$ cat src/sv/lgrs_pkg.sv
`default_nettype none

package lgrs_pkg;

    // width of the row fields on the ports
    localparam int FIELD_W = 40;

    // number of rows held between requests
    localparam logic [1:0] HELD_NONE = 2'd0;
    localparam logic [1:0] HELD_ONE  = 2'd1;
    localparam logic [1:0] HELD_TWO  = 2'd2;

    // one result row as it waits in the output queue
    typedef struct packed {
        logic [FIELD_W-1:0] cells;
        logic               frame_end;
    } result_t;

    // bits of one column that a cell shows to its neighbors
    typedef struct packed {
        logic above;
        logic middle;
        logic below;
    } col_bits_t;

    // write control into the output queue
    typedef struct packed {
        logic push_a;
        logic push_b;
    } push_t;

    // b3/s23 rule on a live flag and a neighbor count
    function automatic logic life_rule(input logic alive, input logic [3:0] n);
        logic res;
        begin
            res = (n == 4'd3) || (alive && (n == 4'd2));
            return res;
        end
    endfunction

endpackage

`default_nettype wire

$ cat src/sv/life_generation_row_stream.sv
`default_nettype none

// channel  | handshake            | payload
// ---------+----------------------+-------------------------------
// input    | in_valid / in_ready  | row_cells[39:0], last_row
// output   | out_valid / out_ready| next_row_cells[39:0], frame_end
//
// one row request is taken per cycle while in_ready is high; a row of ROW_WIDTH cells computes
// both candidate result rows in the cycle the request is taken.
// results leave through a four-entry queue, registered there, one per cycle
// while out_ready is high; a bottom row can add two, so in_ready drops while
// the queue holds more than two rows.
// reset empties the queue and clears the held rows to all dead.

module life_generation_row_stream
    import lgrs_pkg::*;
#(
    parameter int ROW_WIDTH = 40
)
(
    input  wire logic               clk,
    input  wire logic               rst_n,
    input  wire logic               in_valid,
    output logic                    in_ready,
    input  wire logic [FIELD_W-1:0] row_cells,
    input  wire logic               last_row,
    output logic                    out_valid,
    input  wire logic               out_ready,
    output logic [FIELD_W-1:0]      next_row_cells,
    output logic                    frame_end
);

    logic [1:0]           held_reg;
    logic [1:0]           held_next;
    logic                 accept;
    logic                 room;
    col_bits_t            col_bits [ROW_WIDTH+2];
    logic [ROW_WIDTH-1:0] gen_a;
    logic [ROW_WIDTH-1:0] gen_b;
    logic [FIELD_W-1:0]   cells_a;
    logic [FIELD_W-1:0]   cells_b;
    push_t                push;
    result_t              data_a;
    result_t              data_b;
    result_t              out_data;

    assign in_ready = room;
    assign accept   = in_valid && room;

    always_comb
    begin
        held_next = held_reg;
        if (accept)
        begin
            if (last_row)
                held_next = HELD_NONE;
            else if (held_reg == HELD_NONE)
                held_next = HELD_ONE;
            else
                held_next = HELD_TWO;
        end
    end

    always_ff @(posedge clk or negedge rst_n)
    begin
        if (!rst_n)
            held_reg <= HELD_NONE;
        else
            held_reg <= held_next;
    end

    // columns outside the grid are dead
    assign col_bits[0]           = '0;
    assign col_bits[ROW_WIDTH+1] = '0;

    for (genvar k = 0; k < ROW_WIDTH; k++)
    begin : g_cell
        logic in_bit;
        if (k < FIELD_W)
        begin : g_in
            assign in_bit = row_cells[k];
        end
        else
        begin : g_pad
            assign in_bit = 1'b0;
        end

        lgrs_cell u_cell (
            .clk        (clk),
            .rst_n      (rst_n),
            .shift      (accept && !last_row),
            .clear      (accept && last_row),
            .in_bit     (in_bit),
            .left_bits  (col_bits[k]),
            .right_bits (col_bits[k+2]),
            .own_bits   (col_bits[k+1]),
            .gen_a      (gen_a[k]),
            .gen_b      (gen_b[k])
        );
    end

    for (genvar k = 0; k < FIELD_W; k++)
    begin : g_field
        if (k < ROW_WIDTH)
        begin : g_used
            assign cells_a[k] = gen_a[k];
            assign cells_b[k] = gen_b[k];
        end
        else
        begin : g_zero
            assign cells_a[k] = 1'b0;
            assign cells_b[k] = 1'b0;
        end
    end

    // with no row held the middle row is all dead, so the second result
    // covers a single-row frame as well
    assign push.push_a = accept && (held_reg != HELD_NONE);
    assign push.push_b = accept && last_row;

    assign data_a.cells     = cells_a;
    assign data_a.frame_end = 1'b0;
    assign data_b.cells     = cells_b;
    assign data_b.frame_end = 1'b1;

    lgrs_out_queue u_queue (
        .clk       (clk),
        .rst_n     (rst_n),
        .push      (push),
        .data_a    (data_a),
        .data_b    (data_b),
        .room      (room),
        .out_valid (out_valid),
        .out_ready (out_ready),
        .out_data  (out_data)
    );

    assign next_row_cells = out_data.cells;
    assign frame_end      = out_data.frame_end;

endmodule

`default_nettype wire

$ cat src/sv/lgrs_cell.sv
`default_nettype none

module lgrs_cell
    import lgrs_pkg::*;
(
    input  wire logic      clk,
    input  wire logic      rst_n,
    input  wire logic      shift,
    input  wire logic      clear,
    input  wire logic      in_bit,
    input  wire col_bits_t left_bits,
    input  wire col_bits_t right_bits,
    output col_bits_t      own_bits,
    output logic           gen_a,
    output logic           gen_b
);

    logic       above_reg;
    logic       above_next;
    logic       middle_reg;
    logic       middle_next;
    logic [3:0] n_a;
    logic [3:0] n_b;

    always_comb
    begin
        above_next  = above_reg;
        middle_next = middle_reg;
        if (clear)
        begin
            above_next  = 1'b0;
            middle_next = 1'b0;
        end
        else if (shift)
        begin
            above_next  = middle_reg;
            middle_next = in_bit;
        end
    end

    always_ff @(posedge clk or negedge rst_n)
    begin
        if (!rst_n)
        begin
            above_reg  <= 1'b0;
            middle_reg <= 1'b0;
        end
        else
        begin
            above_reg  <= above_next;
            middle_reg <= middle_next;
        end
    end

    assign own_bits.above  = above_reg;
    assign own_bits.middle = middle_reg;
    assign own_bits.below  = in_bit;

    // held middle row, with the incoming row below
    assign n_a = 4'(left_bits.above) + 4'(above_reg) + 4'(right_bits.above)
               + 4'(left_bits.middle) + 4'(right_bits.middle)
               + 4'(left_bits.below) + 4'(in_bit) + 4'(right_bits.below);

    // incoming row as the bottom row, dead row below
    assign n_b = 4'(left_bits.middle) + 4'(middle_reg) + 4'(right_bits.middle)
               + 4'(left_bits.below) + 4'(right_bits.below);

    assign gen_a = life_rule(middle_reg, n_a);
    assign gen_b = life_rule(in_bit, n_b);

endmodule

`default_nettype wire

$ cat src/sv/lgrs_out_queue.sv
`default_nettype none

module lgrs_out_queue
    import lgrs_pkg::*;
(
    input  wire logic    clk,
    input  wire logic    rst_n,
    input  wire push_t   push,
    input  wire result_t data_a,
    input  wire result_t data_b,
    output logic         room,
    output logic         out_valid,
    input  wire logic    out_ready,
    output result_t      out_data
);

    localparam int DEPTH  = 4;
    localparam int PTR_W  = $clog2(DEPTH);
    localparam int CNT_W  = PTR_W + 1;
    localparam logic [CNT_W-1:0] ROOM_MAX = CNT_W'(DEPTH - 2);

    result_t           entry_reg [DEPTH];
    logic [PTR_W-1:0]  wr_ptr_reg;
    logic [PTR_W-1:0]  wr_ptr_next;
    logic [PTR_W-1:0]  rd_ptr_reg;
    logic [PTR_W-1:0]  rd_ptr_next;
    logic [CNT_W-1:0]  count_reg;
    logic [CNT_W-1:0]  count_next;
    logic [CNT_W-1:0]  n_push;
    logic              pop;
    result_t           first_data;

    assign n_push     = CNT_W'(push.push_a) + CNT_W'(push.push_b);
    assign pop        = out_valid && out_ready;
    assign first_data = push.push_a ? data_a : data_b;

    assign wr_ptr_next = wr_ptr_reg + PTR_W'(n_push);
    assign rd_ptr_next = rd_ptr_reg + PTR_W'(pop);
    assign count_next  = count_reg + n_push - CNT_W'(pop);

    always_ff @(posedge clk or negedge rst_n)
    begin
        if (!rst_n)
        begin
            wr_ptr_reg <= '0;
            rd_ptr_reg <= '0;
            count_reg  <= '0;
        end
        else
        begin
            wr_ptr_reg <= wr_ptr_next;
            rd_ptr_reg <= rd_ptr_next;
            count_reg  <= count_next;
        end
    end

    always_ff @(posedge clk)
    begin
        if (push.push_a || push.push_b)
        begin
            entry_reg[wr_ptr_reg] <= first_data;
        end
        if (push.push_a && push.push_b)
        begin
            entry_reg[wr_ptr_reg + PTR_W'(1)] <= data_b;
        end
    end

    // a request may add two rows
    assign room      = (count_reg <= ROOM_MAX);
    assign out_valid = (count_reg != '0);
    assign out_data  = entry_reg[rd_ptr_reg];

endmodule

`default_nettype wire
$ cat config.mk
export PLATFORM = sky130hd
export DESIGN_NAME = life_generation_row_stream
export DESIGN_NICKNAME = d
export VERILOG_FILES = /design/src/sv/lgrs_pkg.sv /design/src/sv/life_generation_row_stream.sv /design/src/sv/lgrs_cell.sv /design/src/sv/lgrs_out_queue.sv
export SDC_FILE = /design/constraint.sdc
export NUM_CORES = 1
export LEC_CHECK = 0
export ABC_CLOCK_PERIOD_IN_PS = 4160
export BUFFER_PORTS_ARGS = -buffer_cell sky130_fd_sc_hd__buf_2
export CAP_MARGIN = 20
export CORE_MARGIN = 2
export CORE_UTILIZATION = 64
export DETAILED_ROUTE_END_ITERATION = 8
export GPL_TIMING_DRIVEN = 0
export PLACE_DENSITY = 0.82
export SLEW_MARGIN = 5
export SYNTH_ARGS = -nofsm -noshare
export SYNTH_HDL_FRONTEND = slang
export SYNTH_SLANG_ARGS = --single-unit
$ cat constraint.sdc
create_clock -name clk -period 4.16 [get_ports clk]
set_input_delay 0.832 -clock clk [delete_from_list [all_inputs] [get_ports clk]]
set_output_delay 0.832 -clock clk [all_outputs]
set_load 0.01 [all_outputs]
**After elaboration in Yosys (flattened, before gate mapping)**

Memory sizes are Yosys's and may differ from the RTL's.
Cells that the tools add are included.

- Add/subtract/negate cells: 434
- Multiply operators: 0
- Divide/modulo/power cells: 0
- Order comparisons: 1
- Equal/unequal tests: 160
- Shift-type cells: 0
- Mux-type cells: 167
- Bitwise gates (word level): 0
- Reductions and logical operators: 172

Operators by type and width:

| kind | count |
|---|---|
| $add A4 B1 Y4 | 350 |
| $eq A4 B2 Y1 const B | 160 |
| $mux W1 | 164 |
| $add A1 B1 Y2 | 79 |
| $logic_and A1 B1 Y1 | 86 |
| $logic_or A1 B1 Y1 | 81 |
| $mux W41 | 1 |
| $mux W2 | 2 |
| $reduce_bool A2 Y1 | 2 |
| $add A3 B3 Y3 | 1 |
| $le A3 B2 Y1 const B | 1 |
| $reduce_bool A3 Y1 | 1 |
| $sub A3 B1 Y3 | 1 |
| $add A2 B1 Y2 | 1 |
| $add A2 B1 Y2 const B | 1 |
| $add A2 B2 Y2 | 1 |
| $logic_not A2 Y1 | 1 |
| $logic_not A1 Y1 | 1 |

- Flip-flop bits (word level): 89
- Bits in latches: 0
- Memory bits (writable): 164
- Bits in read-only memories: 0
- Input port bits: 45
- Output and inout port bits: 43
- Word-level logic and storage cells: 1,019
- Memories: 1

Memory list:

| name | words | width | read ports | clocked after Yosys merged registers in | write ports | RTL line | RTL |
|---|---|---|---|---|---|---|---|
| u_queue.entry_reg | 4 | 41 | 1 | 0 | 2 | lgrs_out_queue.sv:22 | `result_t entry_reg [DEPTH];` |

**Depth between registers and ports, before layout**

- Depth in word-level cells: 11
- Depth in mapped cells: 14
- Depth with buffers taken out: 12

**Modules after synthesis**

From an unflattened synthesis, not the netlist that was laid out.

- Cell total of the unflattened synthesis: 2,058
- Area total of the unflattened synthesis: 23,313.6 µm²

By module, submodules not included:

| module | instances | cells each | area each (µm²) | sequential area each (µm²) |
|---|---|---|---|---|
| lgrs_cell | 40 | 35 | 345.3 | 50.0 |
| lgrs_out_queue | 1 | 645 | 9,389.0 | 5,099.9 |
| life_generation_row_stream | 1 | 13 | 111.4 | 50.0 |

**Worst setup path after synthesis**

Ideal clock, no wire load.

- Path kind: input-to-reg
- Start point: input row_cells[1]
- End point: memory u_queue.entry_reg[0][3] in the netlist's numbering (data pin)
- Library setup time: 154 ps
- Arrival: 3,504 ps
- Data required time: 4,006 ps
- Slack: 502 ps
- Cell stages on the path: 11
- Buffers on the path: 0
- Path through: inv_1 -> fa_1 -> fa_1 -> inv_1 -> fa_1 -> inv_1 -> fa_1 -> a211o_1 -> a211o_1 -> mux2_1 -> o22ai_1

RTL lines:

| what | RTL line | RTL |
|---|---|---|
| start: declaration | life_generation_row_stream.sv:25 | `input wire logic [FIELD_W-1:0] row_cells,` |
| end: declaration | lgrs_out_queue.sv:22 |  |

==> Flow_metrics.wiki <==
{| class="wikitable"
! Metric !! Value
|-
| Crit-path max cell delay || ~0.5 ns
|-
| Number of primary I/O pins || 88
|-
| Height of the die || approximately 190 µm
|-
| Fin. max-slew vios || 0
|-
| Fraction of the yosys area taken by sequential cells || about 33%
|-
| Ratio of cells with drive above 1 in the final layout || 10.4%
|-
| Mean instance size in the synthesized netlist || 11.0 µm²
|-
| Yosys warns || 0
|-
| Max Cap Violations || 0
|-
| Wire length of the first global-routing pass || 90600 µm
|-
| Highest attainable clock frequency || 269 MHz
|-
| Kind of end point of the critical path || register
|-
| Slew at the pin closest to its max-slew limit || 1.08 ns
|-
| Post-placement worst setup slack || -0.394 ns
|-
| Most numerous cell types in the synthesized netlist || sky130_fd_sc_hd__inv_1, sky130_fd_sc_hd__fa_1, sky130_fd_sc_hd__ha_1
|-
| DR iter-0 viols || roughly 1.5k
|-
| Initial antenna violation count || 0
|-
| CTS clk-pin slew, worst paths || 0.07 ns
|-
| ANT nets after route || 0
|-
| Total via count in the routed design || approximately 16k
|-
| Count of buffering cells on the critical path with inverters included || 3
|-
| Die footprint || 35600 µm²
|-
| Share of synthesized cell area in and, or, nand and nor gates || 3.55%
|-
| Synth Area in Compound Gates || 14.5%
|-
| Nets in the synthesized netlist || 2468
|-
| Largest register FFs || 164
|-
| Filler Cells Inserted || between 2k and 2.5k
|-
| Largest family of logic cells by synthesized area || adder cells
|-
| Layout overhead on the synthesized area || 9.73%
|-
| Core Region || roughly 34000 µm²
|-
| Cells after Synth || approximately 2k
|-
| Placed wire-length estimate || approximately 41000 µm
|-
| # H-tree levels || 1
|-
| Number of setup violations in the final report || 0
|-
| Crit share post-route || 89.4%
|-
| Clock network latency to the later pin of the worst-skew pair || 0.54 ns
|-
| Final Critical Period || 3.72 ns
|-
| Number of global-route vias before repair || 17.3k
|-
| Count of input and output buffers || 86
|-
| Post-Syn Area || 21800 µm²
|-
| Multiplexer fraction of the synthesized cell area || 4.85%
|-
| CTS Buf Count || 27
|-
| Ys flop type || sky130_fd_sc_hd__edfxtp_1
|-
| Clock tree from TritonCTS || built
|-
| Net count, final || 2588
|-
| Iteration count of the initial detailed-routing pass || 6
|-
| Critical Path Start || g_cell[1].u_cell.above_reg
|-
| Status || completed
|-
| Drt wl/cell || 21.7 µm
|-
| Ordered cell list for the critical path || ha_1 -> inv_1 -> fa_1 -> fa_1 -> inv_1 -> fa_1 -> inv_1 -> fa_1 -> a211o_1 -> a211o_1 -> mux2_2 -> o22ai_1
|-
| Required time at the endpoint of the critical path || roughly 4.5 ns
|-
| Most numerous cell in the Yosys netlist || sky130_fd_sc_hd__inv_1
|-
| Number of endpoints with negative hold slack in the final report || 0
|-
| Ant diodes || 0
|-
| Cell type with the highest aggregate area in the netlist || sky130_fd_sc_hd__edfxtp_1
|-
| Unique cell type count in the Yosys netlist || 46
|-
| Adder-Cell Fraction of Synth Area || 33.3%
|-
| Cell class contributing the biggest share of worst-path delay || adder cells
|-
| Number of setup buffers added after CTS || 0
|-
| Setup repair after global routing missed its margin || false
|-
| Worst-case clock skew || 0.0114 ns
|-
| Max-slew headroom at the worst pin || 28.2%
|-
| Most frequent cell on the critical path || sky130_fd_sc_hd__fa_1
|-
| CP arrival || 4.08 ns
|-
| Remaining global-route overflow || 0
|-
| Top-area cell type share of the netlist area || 22.0%
|-
| Die Width || 189 µm
|-
| Max FO, Critical Path || 4
|-
| Critical Path Start Type || register
|-
| Clock Root Buffer || sky130_fd_sc_hd__clkbuf_16
|-
| Hold Path Class || in2async
|-
| Share of flip-flops with an asynchronous set or reset || 35.2%
|-
| Class of the most critical setup path || reg2reg
|-
| Post-synthesis xor/xnor area fraction || 0.201%
|-
| Area of combinational cells with multiple inputs || 12300 µm²
|-
| Initial Util || 65.0%
|-
| Main area contributors after synthesis || sky130_fd_sc_hd__edfxtp_1, sky130_fd_sc_hd__fa_1, sky130_fd_sc_hd__ha_1
|-
| Total routing resource utilization after global routing || 32.6%
|-
| Number of enable flip-flop cells after synthesis || 160
|-
| Row count || 67
|-
| Maximum number of pins on one net before global-route repair || 53
|-
| Routability-driven placement congestion ratio || 0.868
|-
| PnR worst setup slack || 0.440 ns
|-
| Maximum clock path buffer count || 3
|-
| Launching point of the worst reg2reg path || g_cell[1].u_cell.above_reg
|-
| Flip-flop and latch area || 7110 µm²
|-
| Slowest cell on crit path || sky130_fd_sc_hd__fa_1
|-
| Average via count per standard cell || 6.34
|-
| Post-detailed-routing wire length || 55900 µm
|-
| Number of sinks on the clock net || around 250
|-
| Count of hold buffers inserted by post-cts repair || 0
|-
| Post-route DRC violation count || 0
|-
| Register bit total from synthesis || ~250
|}
-- cell usage in the layout, fill, tap and decap left out, types with 8 or more instances in the layout --
cell	instances
sky130_fd_sc_hd__a211o_1	22
sky130_fd_sc_hd__a211oi_1	42
sky130_fd_sc_hd__a21oi_1	16
sky130_fd_sc_hd__buf_2	100
sky130_fd_sc_hd__bufinv_16	8
sky130_fd_sc_hd__clkbuf_1	58
sky130_fd_sc_hd__clkbuf_16	27
sky130_fd_sc_hd__dfrtp_1	89
sky130_fd_sc_hd__edfxtp_1	160
sky130_fd_sc_hd__fa_1	235
sky130_fd_sc_hd__ha_1	205
sky130_fd_sc_hd__inv_1	540
sky130_fd_sc_hd__mux2_1	9
sky130_fd_sc_hd__mux4_2	41
sky130_fd_sc_hd__nand2_1	109
sky130_fd_sc_hd__nand3_1	28
sky130_fd_sc_hd__nor2_1	17
sky130_fd_sc_hd__o211a_1	27
sky130_fd_sc_hd__o211ai_1	57
sky130_fd_sc_hd__o211ai_2	10
sky130_fd_sc_hd__o21ai_0	14
sky130_fd_sc_hd__o221ai_1	14
sky130_fd_sc_hd__o22ai_1	143
sky130_fd_sc_hd__o31ai_1	80
-- cell type report --
type	instances	share of cell area [%]
Tap cell	448	2.34
Timing Repair Buffer	92	2.32
Multi-Input combinational cell	1111	51.5
Inverter	541	8.49
Buffer	77	1.44
Sequential cell	253	29.7
Clock inverter	17	1.20
Clock buffer	33	2.96
-- cells by family (layout without fill, tap and decap cells) --
family          Yosys count  after routing
compound gates          434            434
fa+ha+maj               440            440
simple gates            179            179
buf+inv                 619            760
xor+xnor                  5              5
flops                   253            253
mux                      53             53
-- stage by stage --
stage          hold WS [ns]  utilization, %  cells  cell area (µm²)  setup TNS, ns
2_1_floorplan         0.435               -   1983            21800              0
3_3_place_gp          0.443            68.0   2517            22800        -148.33
3_5_place_dp          0.464            68.4   2523            22900         -14.66
4_1_cts               0.289            71.4   2573            23900              0
5_1_grt               0.313            71.4   2572            23900              0
6_report              0.274            71.4   2572            23900              0
-- metal layers --
layer  global-route usage, %  vias up  wire, µm
li1                        -     7052         -
met1                    43.2     8136     20800
met2                    54.7      967     27500
met3                    4.56      160      5380
met4                    13.2        0      2220
met5                       0        -         0
-- path summary, 6_finish.rpt --
path	endpoint	slack [ns]	cells past startpoint
min reg2reg	u_queue.entry_reg[0][0]	0.48	1
min in group clk	u_queue.entry_reg[0][0]	0.48	1
max reg2reg	u_queue.entry_reg[0][2]	0.44	12
max in group asynchronous	g_cell[22].u_cell.middle_reg	3.19	2
min	g_cell[6].u_cell.above_reg	0.27	1
max	u_queue.entry_reg[0][2]	0.44	12
-- what timing repair did --
action                                  CTS  global route
pin swaps                                 0             0
endpoints found under the setup margin   20            73
gates resized for setup                   3             0
Power is left out: the tool's default activity adds up to more than one toggle a clock period on the data nets, which glitch-free logic cannot reach.
